$ cat src/hw/rtl/sacl_pkg.sv
// Shared constants and types for the set-associative cache LRU tracker.
// Used by the lookup, statistics and top-level modules.
`default_nettype none

package sacl_pkg;

    localparam int ADDR_BITS   = 48;
    localparam int TOT_W       = 32;
    localparam int WAY_OUT_W   = 4;
    localparam int CFG_IDX_W   = 4;
    localparam int CFG_DATA_W  = 4;
    localparam int IN_TDATA_W  = 48;
    localparam int OUT_TDATA_W = 200;

    localparam logic [CFG_IDX_W-1:0]  CFG_OFFSET_WIDTH = 4'd0;
    localparam logic [CFG_IDX_W-1:0]  CFG_INDEX_WIDTH  = 4'd1;
    localparam logic [CFG_DATA_W-1:0] OFFSET_RESET     = 4'd6;
    localparam logic [CFG_DATA_W-1:0] INDEX_RESET      = 4'd8;

    typedef logic [TOT_W-1:0] total_t;

    typedef struct packed {
        logic                 hit;
        logic                 evicted;
        logic                 wrote_back;
        logic [WAY_OUT_W-1:0] way;
    } outcome_t;

    typedef struct packed {
        total_t writebacks;
        total_t evictions;
        total_t misses;
        total_t hits;
        total_t writes;
        total_t reads;
    } totals_t;

endpackage

`default_nettype wire

$ cat src/hw/rtl/sacl_lookup.sv
// Tag compare, victim choice and LRU rank update for one set row.
// Depends on sacl_pkg for the address width and the outcome type.
`default_nettype none

module sacl_lookup #(
    parameter  int WAYS   = 2,
    localparam int RANK_W = (WAYS > 1) ? $clog2(WAYS) : 1,
    localparam int EW     = sacl_pkg::ADDR_BITS + RANK_W + 2,
    localparam int ROW_W  = WAYS * EW
) (
    input  wire logic [ROW_W-1:0]              row_in,
    input  wire logic [sacl_pkg::ADDR_BITS-1:0] tag_in,
    input  wire logic                          is_write,
    output logic      [ROW_W-1:0]              row_out,
    output sacl_pkg::outcome_t                 outcome
);

    import sacl_pkg::*;

    logic                 e_valid [WAYS];
    logic                 e_dirty [WAYS];
    logic [RANK_W-1:0]    e_rank  [WAYS];
    logic [ADDR_BITS-1:0] e_tag   [WAYS];

    logic              hit;
    logic              found;
    logic [RANK_W-1:0] hit_way;
    logic [RANK_W-1:0] inv_way;
    logic [RANK_W-1:0] lru_way;
    logic [RANK_W-1:0] way;
    logic [RANK_W:0]   old_rank;

    always_comb begin
        for (int w = 0; w < WAYS; w++) begin
            e_valid[w] = row_in[w*EW];
            e_dirty[w] = row_in[w*EW + 1];
            e_rank[w]  = row_in[w*EW + 2 +: RANK_W];
            e_tag[w]   = row_in[w*EW + 2 + RANK_W +: ADDR_BITS];
        end
    end

    always_comb begin
        hit     = 1'b0;
        found   = 1'b0;
        hit_way = '0;
        inv_way = '0;
        lru_way = '0;
        for (int w = WAYS - 1; w >= 0; w--) begin
            if (e_valid[w] && (e_tag[w] == tag_in)) begin
                hit     = 1'b1;
                hit_way = RANK_W'(w);
            end
            if (!e_valid[w]) begin
                found   = 1'b1;
                inv_way = RANK_W'(w);
            end
            if (e_rank[w] == RANK_W'(WAYS - 1)) begin
                lru_way = RANK_W'(w);
            end
        end
        way = hit ? hit_way : (found ? inv_way : lru_way);
        old_rank = (hit || !found) ? {1'b0, e_rank[way]} : (RANK_W + 1)'(WAYS);
    end

    always_comb begin
        for (int w = 0; w < WAYS; w++) begin
            row_out[w*EW]                          = e_valid[w];
            row_out[w*EW + 1]                      = e_dirty[w];
            row_out[w*EW + 2 +: RANK_W]            = e_rank[w];
            row_out[w*EW + 2 + RANK_W +: ADDR_BITS] = e_tag[w];
            if (RANK_W'(w) == way) begin
                row_out[w*EW + 2 +: RANK_W] = '0;
                if (hit) begin
                    row_out[w*EW + 1] = e_dirty[w] | is_write;
                end else begin
                    row_out[w*EW]                           = 1'b1;
                    row_out[w*EW + 1]                       = is_write;
                    row_out[w*EW + 2 + RANK_W +: ADDR_BITS] = tag_in;
                end
            end else if (e_valid[w] && ({1'b0, e_rank[w]} < old_rank)) begin
                row_out[w*EW + 2 +: RANK_W] = e_rank[w] + 1'b1;
            end
        end
    end

    always_comb begin
        outcome.hit        = hit;
        outcome.evicted    = !hit && !found;
        outcome.wrote_back = !hit && !found && e_dirty[way];
        outcome.way        = WAY_OUT_W'(way);
    end

endmodule

`default_nettype wire

$ cat config.mk
export PLATFORM = sky130hd
export DESIGN_NAME = sacl_lookup
export DESIGN_NICKNAME = d
export VERILOG_FILES = /design/src/hw/rtl/sacl_pkg.sv /design/src/hw/rtl/sacl_lookup.sv
export SDC_FILE = /design/constraint.sdc
export NUM_CORES = 1
export LEC_CHECK = 0
export ABC_CLOCK_PERIOD_IN_PS = 3500
export BUFFER_PORTS_ARGS = -buffer_cell sky130_fd_sc_hd__buf_2
export CORE_ASPECT_RATIO = 0.7
export CORE_MARGIN = 8
export CORE_UTILIZATION = 35
export DETAILED_ROUTE_END_ITERATION = 16
export MAX_ROUTING_LAYER = met4
export PLACE_DENSITY = 0.84
export SLEW_MARGIN = 0
export SYNTH_ARGS = -nofsm -noshare
export SYNTH_HDL_FRONTEND = slang
export SYNTH_SLANG_ARGS = --single-unit
$ cat constraint.sdc
create_clock -name vclk -period 3.5
set_clock_uncertainty 0.15 [all_clocks]
set_input_delay 0.875 -clock vclk [all_inputs]
set_output_delay 0.875 -clock vclk [all_outputs]
set_load 0.02 [all_outputs]
## Word-level counts from Yosys, hierarchy flattened

Index checks and enable logic that the tools add are counted.

| storage, ports and cells | value |
|---|---|
| bits in registers | 0 |
| bits of input ports | 151 |
| word-level logic and storage cells | 50 |

| operators by class | value |
|---|---|
| mux-type cells | 31 |
| add/subtract/negate cells | 2 |
| magnitude comparators | 3 |
| bitwise operators | 3 |
| equal/unequal tests | 2 |
| reduce and logical (&&, ||, !) cells | 9 |

Operators with widths:

| cell | count |
|---|---|
| $mux 48 | 4 |
| $eq 48x48->1 | 2 |
| $mux 1 | 24 |
| $logic_and 1x1->1 | 6 |
| $mux 2 | 3 |
| $lt 1x2->1 | 2 |
| $add 1x1->1 const B | 2 |
| $ge 2x2->1 const B | 1 |
| $logic_not 1->1 | 2 |
| $not 1->2 | 1 |
| $or 1x1->1 | 2 |
| $logic_or 1x1->1 | 1 |

## Depth between registers and ports, before layout

| depth | value |
|---|---|
| depth in word-level cells | 14 |
| gate-level depth with buffers | 8 |

## Worst setup path before layout

Ideal clock, no wire load.

| timing path | value |
|---|---|
| path kind | input to output |
| from | input tag_in[31] (netlist bit) |
| to | output row_out[100] |
| required time | 2.475 ns |
| cell stages on the path | 8 |
| setup slack | -0.260 ns |
| arrival time | 2.735 ns |
| cell sequence | xor2_1 nor4_1 nand4_1 or4_4 nand3_4 buf_12 buf_12 mux2_4 |

| between the ends | value |
|---|---|
| cells in the longest elaborated chain, start to end | 6 |
| elaborated cells between the ends (all ways) | 10 |

RTL lines:

| element | line | source |
|---|---|---|
| start, declared | sacl_lookup.sv:12 | `input wire logic [sacl_pkg::ADDR_BITS-1:0] tag_in,` |
| $eq 48x48->1 | sacl_lookup.sv:49 | `if (e_valid[w] && (e_tag[w] == tag_in)) begin` |
| $logic_and 1x1->1 | sacl_lookup.sv:49 |  |
| $mux 1 (2 in a row) | sacl_lookup.sv:49 |  |
| $mux 48 or $mux 1 (tied branches) | sacl_lookup.sv:73, sacl_lookup.sv:61 |  |
| $mux 48 * | sacl_lookup.sv:71 | `if (RANK_W'(w) == way) begin` |
| end, declared | sacl_lookup.sv:14 | `output logic [ROW_W-1:0] row_out,` |

Every way passes the cells marked *; elsewhere a longest branch is shown, timed or not.

## Final worst setup path

| timing path | value |
|---|---|
| from | input tag_in[35] (netlist bit) |
| to | output row_out[60] |

Same word-level chain as after synthesis.

==> impl_results.md <==
* Status: finished, violations left
* Failing checks: negative setup slack
* Max-cap violation count at 0
* Placement Cell Area at 4630 um2
* FILL cells at 533
* Non-Filler Instances at 707
* Clock Buffer Count at 0
* Worst-path fanout max at 21
* Register area at 0 um2
* Die height at 89.1 um
* Hold Fails Final Rpt at 0
* Area grow syn2layout at 92.6%
* Yosys cell types at 36
* Crit path DAT at 3230 ps
* Std cell rows at 26
* Dpl cells at 700
* Number of port buffers at 257
* Design area at 5140 um2
* Largest area contributor in the netlist: mux2_2
* Max-slew violation count at 0
* Final WS setup at -756 ps
* Crit Path Class: input port to output port
* Ranking of synthesized cells by area: mux2_2, mux2_4, xor2_1
* Remaining DRCs at 0
* Final Cycle Share at 122%
* Peak supply drop at 0.127 mV
* 1st-iter DRT viols at 92
* Wire length per cell at 20.7 um
* Seq/Total Area, Yosys at 0%
* Final wirelength at 14700 um
* Min-Delay Path Class: input port to output port
* Area of the multi-input gates at 2690 um2
* Total GRT Usage at 23.8%
* GRT overflow at 0
* Hold Slack at 1950 ps
* Cell Pwr Density at 171 nW/um2
* Vias at 3613
* Final Setup Violations at 106
* DRT antenna net count at 0
* Core Util, Final at 69.9%
* Mean Syn Cell Area at 9.46 um2
* RSZ-0062 raised after global routing: yes
* Critical Path RT at 2470 ps
* Post-DP HPWL at 11900 um
* Cells after Synth at 282
* Post-Route Setup TNS at -70800 ps
* Top Ports at 260
* # nets final at 761
* GPL Wtd Cong at 0.909
* Maximum achievable frequency at 0.235 GHz
* Total core area at 7350 um2
* Tmin final at 4260 ps
* Largest net degree at the start of global routing at 22
* Power, Total at 0.881 mW
* FFs & Latches at 0
* Initial Utilization at 36.3%
* Synth Warn # at 0
* Die X at 120 um
* Lkg Pwr at 2.69 nW
* First-pass GRT wire length at 20100 um
* Post-synth top area share at 28.7%
* CP endpoint kind: output port
* Startpoint Class: input port
* Vias/cell at 5.11
* Number of global-route vias before repair at 3870
* Drt first pass iters at 4
* Die area at 10700 um2
* Post-Place Worst Slack at -877 ps
* Share of layout cells above drive strength 1 at 74.8%
* Mapped cell area at 2670 um2
* Initial antenna violation count at 1
-- cell type report --
type                            instances  share of cell area, %
Antenna cell                            1                 0.0487
Inverter                                6                  0.438
Multi-Input combinational cell        262                   52.4
Tap cell                               98                   2.39
Timing Repair Buffer                  340                   44.8
-- where the power goes --
| part | total, mW | internal (mW) | switching [mW] |
|---|---|---|---|
| clock | 0.0000000382 | 0.0000000382 | 0 |
| combinational | 0.881 | 0.448 | 0.433 |
| sequential | 0 | 0 | 0 |
| total | 0.881 | 0.448 | 0.433 |
-- layer usage --
layer  global-route usage [%]  share of wire, %  vias up
met2                     44.0                51      186
met5                        -                 0        -
li1                         -                 -     1675
met3                     3.47               7.0       26
met4                     6.09               2.3        0
met1                     26.5                40     1726
-- worst max-delay path, cell delays in order --
cell and delay (ps):
buf_6 100, xor2_1 160, nor4_2 340, buf_4 170, nand4_1 120, or4_4 590
nand3_4 140, buf_12 210, mux2_2 360, buf_2 160
-- cells in the mapped netlist, types with 2 or more instances --
library cell	instances
nor2b_1	3
inv_1	6
o21ai_0	2
xor2_1	46
mux2_4	29
nor3_1	3
xnor2_1	45
nand3_1	3
mux2_2	68
a21o_1	2
nand2_1	7
buf_4	10
nand4_1	12
nand3_4	2
nand2b_1	3
nor4_1	14
nor2_1	4
buf_12	5
-- cells in the final DEF, fill, tap and decap left out, types with 5 or more instances in the layout --
cell type | synthesis | final
buf_2 | 0 | 187
buf_4 | 10 | 107
mux2_4 | 29 | 62
xor2_1 | 46 | 46
xnor2_1 | 45 | 44
buf_6 | 0 | 41
mux2_2 | 68 | 35
nand4_1 | 12 | 12
nor4_1 | 14 | 7
inv_1 | 6 | 6
nand2_1 | 7 | 6
nor4_2 | 0 | 6
buf_12 | 5 | 5
-- repair_timing --
item,CTS,global route
setup buffers,1,5
pin swaps,2,7
resized for setup,60,75
setup endpoints to repair,106,106
hold endpoints to repair,0,0
hold buffers,0,0
-- worst paths after layout --
kind | from | to | slack (ps) | depth (start not counted)
setup / recovery | tag_in[35] | row_out[60] | -760 | 10
hold / removal | row_in[41] | row_out[41] | 1950 | 3
-- logic make-up (layout without fill, tap and decap cells) --
kind of cell	after synthesis	count (layout)	synth area share (%)
other	1	4	0.141
xor gates and xnor gates	91	91	29.9
muxes	98	98	45.4
buffers and inverters	22	346	7.55
AOI/OAI and AO/OA	13	13	3.75
and+or+nand+nor	57	57	13.3
No activity file was read; power rests on OpenSTA's default activity.
