### src/hw/rtl/sacl_pkg.sv
// Shared constants and types for the set-associative cache LRU tracker.
// Used by the lookup, statistics and top-level modules.
`default_nettype none

package sacl_pkg;

    localparam int ADDR_BITS   = 48;
    localparam int TOT_W       = 32;
    localparam int WAY_OUT_W   = 4;
    localparam int CFG_IDX_W   = 4;
    localparam int CFG_DATA_W  = 4;
    localparam int IN_TDATA_W  = 48;
    localparam int OUT_TDATA_W = 200;

    localparam logic [CFG_IDX_W-1:0]  CFG_OFFSET_WIDTH = 4'd0;
    localparam logic [CFG_IDX_W-1:0]  CFG_INDEX_WIDTH  = 4'd1;
    localparam logic [CFG_DATA_W-1:0] OFFSET_RESET     = 4'd6;
    localparam logic [CFG_DATA_W-1:0] INDEX_RESET      = 4'd8;

    typedef logic [TOT_W-1:0] total_t;

    typedef struct packed {
        logic                 hit;
        logic                 evicted;
        logic                 wrote_back;
        logic [WAY_OUT_W-1:0] way;
    } outcome_t;

    typedef struct packed {
        total_t writebacks;
        total_t evictions;
        total_t misses;
        total_t hits;
        total_t writes;
        total_t reads;
    } totals_t;

endpackage

`default_nettype wire

### src/hw/rtl/sacl_stats.sv
// Six saturating access counters, bumped once per completed request.
// Depends on sacl_pkg for the outcome and totals types.
`default_nettype none

module sacl_stats (
    input  wire logic               aclk,
    input  wire logic               aresetn,
    input  wire logic               update,
    input  wire logic               is_write,
    input  wire sacl_pkg::outcome_t outcome,
    output sacl_pkg::totals_t       totals
);

    import sacl_pkg::*;

    total_t reads_reg;
    total_t writes_reg;
    total_t hits_reg;
    total_t misses_reg;
    total_t evictions_reg;
    total_t writebacks_reg;

    function automatic total_t bump(input total_t c);
        return (c == '1) ? c : c + 1'b1;
    endfunction

    always_ff @(posedge aclk) begin
        if (!aresetn) begin
            reads_reg      <= '0;
            writes_reg     <= '0;
            hits_reg       <= '0;
            misses_reg     <= '0;
            evictions_reg  <= '0;
            writebacks_reg <= '0;
        end else if (update) begin
            if (is_write) begin
                writes_reg <= bump(writes_reg);
            end else begin
                reads_reg <= bump(reads_reg);
            end
            if (outcome.hit) begin
                hits_reg <= bump(hits_reg);
            end else begin
                misses_reg <= bump(misses_reg);
            end
            if (outcome.evicted) begin
                evictions_reg <= bump(evictions_reg);
            end
            if (outcome.wrote_back) begin
                writebacks_reg <= bump(writebacks_reg);
            end
        end
    end

    always_comb begin
        totals.reads      = reads_reg;
        totals.writes     = writes_reg;
        totals.hits       = hits_reg;
        totals.misses     = misses_reg;
        totals.evictions  = evictions_reg;
        totals.writebacks = writebacks_reg;
    end

endmodule

`default_nettype wire

### config.mk
export PLATFORM = sky130hd
export DESIGN_NAME = sacl_stats
export DESIGN_NICKNAME = d
export VERILOG_FILES = /design/src/hw/rtl/sacl_pkg.sv /design/src/hw/rtl/sacl_stats.sv
export SDC_FILE = /design/constraint.sdc
export NUM_CORES = 1
export LEC_CHECK = 0
export BUFFER_PORTS_ARGS = -buffer_cell sky130_fd_sc_hd__buf_2
export CAP_MARGIN = 30
export CELL_PAD_IN_SITES_DETAIL_PLACEMENT = 2
export CELL_PAD_IN_SITES_GLOBAL_PLACEMENT = 2
export CORE_MARGIN = 5
export CORE_UTILIZATION = 29
export CTS_CLUSTER_SIZE = 10
export DETAILED_ROUTE_END_ITERATION = 10
export PLACE_DENSITY = 0.84
export SLEW_MARGIN = 20
export SYNTH_ARGS = -nofsm -noshare
export SYNTH_HDL_FRONTEND = slang
export SYNTH_SLANG_ARGS = --single-unit
### constraint.sdc
create_clock -name aclk -period 2.09 [get_ports aclk]
set_clock_uncertainty 0.05 [all_clocks]
set_input_delay 0.627 -clock aclk [delete_from_list [all_inputs] [get_ports aclk]]
set_output_delay 0.627 -clock aclk [all_outputs]
set_load 0.05 [all_outputs]
Word-level counts from Yosys, hierarchy flattened
Index checks and enable logic that the tools add are counted.

storage, ports and cells
  register bits after elaboration = 192
  latch bits = 0
  bits in writable memories = 0
  memory bits (read-only) = 0
  output and inout port bits = 192
  logic and storage cells = 32
  memories kept = 0

operators by class
  add/subtract/negate cells = 6
  multipliers = 0
  div/mod/pow operators = 0
  order comparisons = 0
  eq/ne operators = 6
  shifts and indexed selects = 0
  multiplexer cells = 0
  bitwise logic cells = 8
  reduce and logical (&&, ||, !) cells = 6

operators by type and width
  kind                                                             count
  32-bit by 1-bit adder with 32-bit output, second input constant  6
  32-bit == test, second input constant                            6
  3-bit AND reduction                                              6
  1-bit NOT                                                        8

Longest topological paths before layout
Gate-level depths: netlist of run 1.

  word-level depth = 3
  mapped depth = 8
  depth with buffers taken out = 6

Worst setup path before layout of run 1
No wires, ideal clock.

  path type = reg2reg
  start = register misses_reg[0]
  end = register misses_reg[26]
  arrival time = 2.412 ns
  required time = 1.970 ns
  setup slack = -0.442 ns
  cell stages (with the launch flop) = 8
  buffers on the path = 1
  period minus slack after synthesis = 2.532 ns
  cells stage by stage = dfxtp_1 > ha_1 > nand3_1 > or3_4 > or4_1 > buf_2 > or3_1 > a21oi_1

between the ends
  word-level cells in the longest chain between the ends = 3

ends and longest elaborated chain
  what                                                                              RTL line          RTL
  start: declaration                                                                sacl_stats.sv:19  total_t misses_reg;
  start signal: assignment                                                          sacl_stats.sv:44  misses_reg <= bump(misses_reg);
  branches (longest 3 deep; another with 32-bit by 1-bit adder with 32-bit output)  n/a

Several ways; the timed one is not identified.
A chain may end at the register's enable or synchronous reset.

Worst setup path in the final report of run 1
  start = register hits_reg[26]
  end = register hits_reg[31]

between the ends
  word-level cells in the longest chain between the ends = 3

ends and longest elaborated chain
  what                                                                              RTL line          RTL
  start: declaration                                                                sacl_stats.sv:18  total_t hits_reg;
  start signal: assignment                                                          sacl_stats.sv:42  hits_reg <= bump(hits_reg);
  branches (longest 3 deep; another with 32-bit by 1-bit adder with 32-bit output)  n/a

Several ways; the timed one is not identified.

==> summary.txt, run 1 <==
Worst-margin pin slew: 0.612 ns
Die span in y: 195 um
Seq/Total Area, Yosys: 0.388
Htree depth: 4
EDFF count, synth: 0
First-pass GRT wire length: 65200 um
Critical path class: reg2reg
CP peak stage delay: 0.53 ns
Met2 Wirelength: 21400 um
Die ar.: 37900 um^2
Number of diodes: 0
Cell chain of the critical path: and4_1 > nand3_1 > or4_1 > or4_1 > a21oi_1
Maxcap violations: 0
DRC viols: 0
Placer Congestion: 0.801
Syn_nets: 1234
Clk slew on worst S/H paths: 0.08 ns
Setup TNS after final layout: 0 ns
Top-count cell post-synth: dfxtp_1
Routed wl met3: 1410 um
Pin count of the biggest net entering global routing: 72
Leading area contributor after synthesis: dfxtp_1
Static leakage: 5.27 nW
Worst skew pair latency: 0.45 ns
Syn avg cell area: 8.13 um^2
Total chip power: 7.75 mW
Final worst-path cycle share: 0.993
Main synth FF type: dfxtp_1
Final cell utilization of the core: 0.409
Row cnt: 67
Critical Path RT: 2.42 ns
Vias per Instance: 5.60
Pwr dens: 564 nW/um^2
GRT overflow: 0
Final setup vio count: 0
Share of layout cells above drive strength 1: 0.405
Via count: 11200
Critical path's slowest cell: or4_1
Synthesis-to-finish area growth: 38.9%
Total GRT Usage: 0.206
Post-synth cell types: 61
CTS max path bufs: 2
Initial antenna violation count: 0
Fillers: 3806
Clk Tree Root Cell: clkbuf_16
# port buffers: 198
CTS tree: done
Max frequency: 482 MHz
Flops & latches, synth: 192
IO Count: 203
Critical path fanouts, max: 4
Async SR Flop Fraction: 0
Status: completed
Routed len/inst: 20.6 um
Slew Limit Fails: 0
CP Capture Type: flip-flop
Synth area leaders: dfxtp_1, a21oi_1, nand2_1
Mapped Area: 9890 um^2
Initial Util: 0.294
Placement-stage cell area: 12700 um^2
Share of the synthesized area in the top cell type: 0.388
Critical R2R Launch: hits_reg[26]
Area occupied by registers: 4130 um^2
Final hold violations: 0
CTS Buf Count: 17
Slew margin rel.: 0.588
Top sig layer: met4
Area of the multi-input gates: 6000 um^2
Fin nets: 1555
Routed Antenna Nets: 0
Hpwl dp: 29300 um
Metal-1 WL: 17300 um
Worst vdd rail ir drop: 0.565 mV
Vias in the first global route: 12300
R2r worst-path depth: 5
Top cells by instance count after synthesis: dfxtp_1, nand2_1, a21oi_1, o21ai_0, or3_1
Minimum clock period: 2.08 ns
R2R setup slack: 0.01 ns
Total Wirelength: 41200 um
Chip width: 195 um
YS warnings: 0
Type of origin of the critical path: flip-flop
Min-delay src: misses_reg[20]
Area of the core: 33600 um^2
Most common cell on crit path: or4_1
Worst hold path class: reg2reg
Reg2reg end: hits_reg[31]
Initial DRC count: 402
RSZ-0062 raised after global routing: yes
Cells on Worst Hold Path: 1
Synth Instances: 1217
Critical Path AT: 2.40 ns
Hold endpoint: misses_reg[20]
Detailed Routing Iterations Pass 1: 4
CTS Hold Bufs: 0
Fin area: 13700 um^2
CTS sink count: 192
[area by class of cell]
cell class,count,area share
Clock buffer,23,0.0379
Sequential cell,192,0.300
Clock inverter,9,0.0107
Inverter,16,0.00455
Tap cell,448,0.0408
Timing Repair Buffer,363,0.169
Multi-Input combinational cell,948,0.437
[repair_timing]
action	in CTS	in global routing
resized for setup	7	63
setup endpoints to repair	22	95
pin swaps	2	16
hold endpoints to repair	0	0
setup buffers	3	9
cloned	0	3
[worst max-delay path by stage]
| stage | start | end | slack [ns] | depth (start not counted) |
|---|---|---|---|---|
| final | hits_reg[26] | hits_reg[31] | 0.01 | 5 |
| after global routing | evictions_reg[18] | evictions_reg[19] | -0.07 | 7 |
| after CTS | writes_reg[20] | writes_reg[13] | -0.007 | 5 |
| after detailed placement | update | writes_reg[26] | -0.43 | 9 |
| after global placement | update | writes_reg[31] | -0.35 | 7 |
| after floorplan | outcome[6] | misses_reg[26] | -0.12 | 6 |
[routing by layer]
metal / global-route usage / up-vias
met3: 0.0383 / 58
li1: - / 5275
met2: 0.383 / 191
met4: 0.0688 / 0
met1: 0.237 / 5678
met5: 0 / -
[worst max-delay path, delay by kind of cell (launching register included)]
kind            cells  cell delay [ns]
flops               1             0.37
simple gates        4             1.40
compound gates      1             0.19
[stage by stage]
step / setup WS (ns) / cells / hold WS [ns]
2_1_floorplan: -0.115 / 1217 / 0.499
3_3_place_gp: -0.350 / 1952 / 0.410
3_5_place_dp: -0.425 / 1952 / 0.409
4_1_cts: -0.00722 / 1987 / 0.419
5_1_grt: -0.0713 / 1999 / 0.438
6_report: 0.0143 / 1999 / 0.420
[cells in the final DEF (no fill, tap or decap), types with 5 or more instances in the layout]
master,instances
nor4_4,5
inv_1,15
nand3_1,62
nor2_1,36
nor3_1,13
dfxtp_1,30
buf_12,6
or3_4,6
o211ai_1,9
nand2_1,132
dfxtp_4,32
o21ai_0,79
nand3_2,5
o41ai_1,6
or4_4,5
dfxtp_2,130
a21oi_2,8
mux2i_1,31
and3_1,23
buf_6,5
a31oi_1,5
nand4_1,58
buf_4,154
xor2_1,8
or4_1,46
a21oi_1,113
clkbuf_16,19
o31ai_1,41
or3_1,71
and4_1,21
buf_2,197
nor4_1,22
xnor2_1,10
nand2b_1,38
and2_1,12
o21ai_1,6
[cells by family after synthesis]
kind of cell | count (synthesis) | share of synthesized area
xor+xnor | 18 | 0.0159
compound gates | 300 | 0.180
flops | 192 | 0.388
fa+ha+maj | 6 | 0.00759
simple gates | 593 | 0.344
buf+inv | 77 | 0.0325
mux | 31 | 0.0314
[where the power goes]
group | switching, mW | leakage, nW | internal [mW]
clock network | 1.56 | 0.331 | 2.24
logic | 0.214 | 3.30 | 0.0931
registers | 0.0171 | 1.64 | 3.63
total | 1.79 | 5.27 | 5.96
No activity file was read; power rests on OpenSTA's default activity.
==> inputs of run 2 (changes only) <==
--- a/config.mk
+++ b/config.mk
@@ -13,6 +13,7 @@
 export CORE_UTILIZATION = 29
 export CTS_CLUSTER_SIZE = 10
 export DETAILED_ROUTE_END_ITERATION = 10
+export MAX_ROUTING_LAYER = met4
 export PLACE_DENSITY = 0.84
 export SLEW_MARGIN = 20
 export SYNTH_ARGS = -nofsm -noshare
==> run 2 against run 1 <==
The flow now finishes with violations (setup timing). Sequential power is essentially flat. Setup slack lost 0.048 ns. Clock-buffer cell count is the same. Die area is the same. Fmax shrank 2.2%. Clock power is essentially flat. Sequential share of layout area grew 0.055 points. Power is essentially flat. First-iteration DRC count grew 14%. Flip-flop and latch count is the same. Critical endpoint is now hits_reg[10].
==> summary.txt, run 2 (synthesis results as in run 1) <==
# port buffers: 198
Area of the core: 33600 um^2
Via count: 11200
Synthesis-to-finish area growth: 38.7%
Placer Congestion: 0.813
Fin Hold WS: 0.420 ns
Minimum clock period: 2.12 ns
Clk Tree Root Cell: clkbuf_16
Setup ws final: -0.0332 ns
Slew Limit Fails: 0
Critical path's slowest cell: nor4_1
Cells on Worst Hold Path: 1
Number of diodes: 0
Critical R2R Launch: hits_reg[19]
Pwr dens: 565 nW/um^2
Die span in y: 195 um
Reg2reg end: hits_reg[10]
Failing checks: setup timing
Row cnt: 67
Worst vdd rail ir drop: 0.563 mV
CTS tree: done
Clock share of power: 0.490
Pin count of the biggest net entering global routing: 72
Clk slew on worst S/H paths: 0.08 ns
Worst skew pair latency: 0.46 ns
Routed len/inst: 20.6 um
Static leakage: 5.24 nW
Fin area: 13700 um^2
CTS max path bufs: 2
Hold endpoint: misses_reg[20]
Total Wirelength: 41200 um
Final hold violations: 0
Final worst-path cycle share: 1.02
Net Sw Frac: 0.231
Worst hold path class: reg2reg
Most common cell after layout, fill and taps aside: buf_2
Critical path class: reg2reg
CTS sink count: 192
GRT overflow: 0
Fin nets: 1551
Reg power frac: 0.470
Maxcap violations: 0
Vias per Instance: 5.61
DP Cell Count: 1952
Fillers: 3786
Placement-stage cell area: 12700 um^2
Initial Util: 0.294
Initial DRC count: 457
Total GRT Usage: 0.212
Total chip power: 7.75 mW
Net Switching: 1.79 mW
Die ar.: 37900 um^2
Pint: 5.96 mW
Hpwl dp: 29300 um
Slew margin rel.: 0.608
Most common cell on crit path: buf_4
CP peak stage delay: 0.44 ns
Status: finished, violations left
Worst-margin pin slew: 0.583 ns
Combinational fraction of design power: 0.039
Fin cells: 1995
Type of origin of the critical path: flip-flop
Max frequency: 471 MHz
Min-delay src: misses_reg[20]
Htree depth: 4
R2R setup slack: -0.03 ns
Vias in the first global route: 12300
R2r worst-path depth: 7
Most frequent cells in the layout: buf_2, buf_4, nand2_1, dfxtp_2, a21oi_1
Routed Antenna Nets: 0
First-pass GRT wire length: 65200 um
Share of layout cells above drive strength 1: 0.401
Initial antenna violation count: 0
Detailed Routing Iterations Pass 1: 5
Worst setup path startpoint: hits_reg[19]
CTS Buf Count: 17
Critical Path AT: 2.44 ns
IO Count: 203
Final setup vio count: 1
Critical Path RT: 2.41 ns
CP Capture Type: flip-flop
Cell chain of the critical path: nand4_1 > buf_4 > or2_2 > nor4_1 > buf_4 > nand2_1 > a31oi_1
DRC viols: 0
Setup TNS after final layout: -0.0332 ns
Critical path fanouts, max: 7
Chip width: 195 um
RSZ-0062 raised after global routing: yes
[run 2: cell types whose count changed in the layout (fill, tap and decap cells not counted), sizes merged]
cell / change
buf: -6
clkbuf: +2
[run 2: per-layer routing]
layer / part of all wire / up-vias / global-route usage / routed length [um]
li1: - / 5264 / - / -
met1: 0.42 / 5675 / 0.238 / 17400
met2: 0.52 / 201 / 0.383 / 21400
met3: 0.033 / 61 / 0.0370 / 1350
met4: 0.025 / 0 / 0.0688 / 1030
met5: 0 / - / - / 0
[run 2: layout make-up]
class	instances	area, um^2	share of cell area
Multi-Input combinational cell	948	5970	0.435
Sequential cell	192	4130	0.301
Timing Repair Buffer	359	2330	0.170
Tap cell	448	561	0.0408
Clock buffer	23	520	0.0379
Clock inverter	9	148	0.0108
Inverter	16	62.6	0.00456
[run 2: power by group through the flow]
| stage | clock network (mW) | logic (mW) | registers [mW] |
|---|---|---|---|
| after floorplan | 0 | 0.127 | 3.78 |
| after global placement | 0 | 0.286 | 3.73 |
| after detailed placement | 0 | 0.299 | 3.74 |
| after CTS | 3.89 | 0.301 | 3.65 |
| after global routing | 4.03 | 0.329 | 3.65 |
| final | 3.80 | 0.304 | 3.65 |
[run 2: worst max path at each step]
stage,to,depth (start not counted)
floorplan,misses_reg[26],6
global placement,writes_reg[31],7
detailed placement,writes_reg[26],9
CTS,writes_reg[13],5
global route,hits_reg[29],7
finish,hits_reg[10],7
[run 2: worst max-delay path, delay by kind of cell (launching register included)]
kind                   cells  cell delay, ns
flip-flops                 1            0.40
AND/OR/NAND/NOR            4            0.98
AO/OA/AOI/OAI              1            0.19
buffers and inverters      2            0.41
[run 2: what timing repair did]
action                     4_1_cts  5_1_grt
setup endpoints to repair       22       96
cloned                           0        2
hold buffers                     0        0
hold endpoints to repair         0        0
resized for setup                7       47
pin swaps                        2       10
buffers inserted                 3        6
[run 2: metrics by stage]
step	setup WS (ns)	util
finish	-0.0332	0.408
CTS	-0.00722	0.400
floorplan	-0.115	-
global placement	-0.350	0.378
detailed placement	-0.425	0.378
global route	-0.0612	0.408
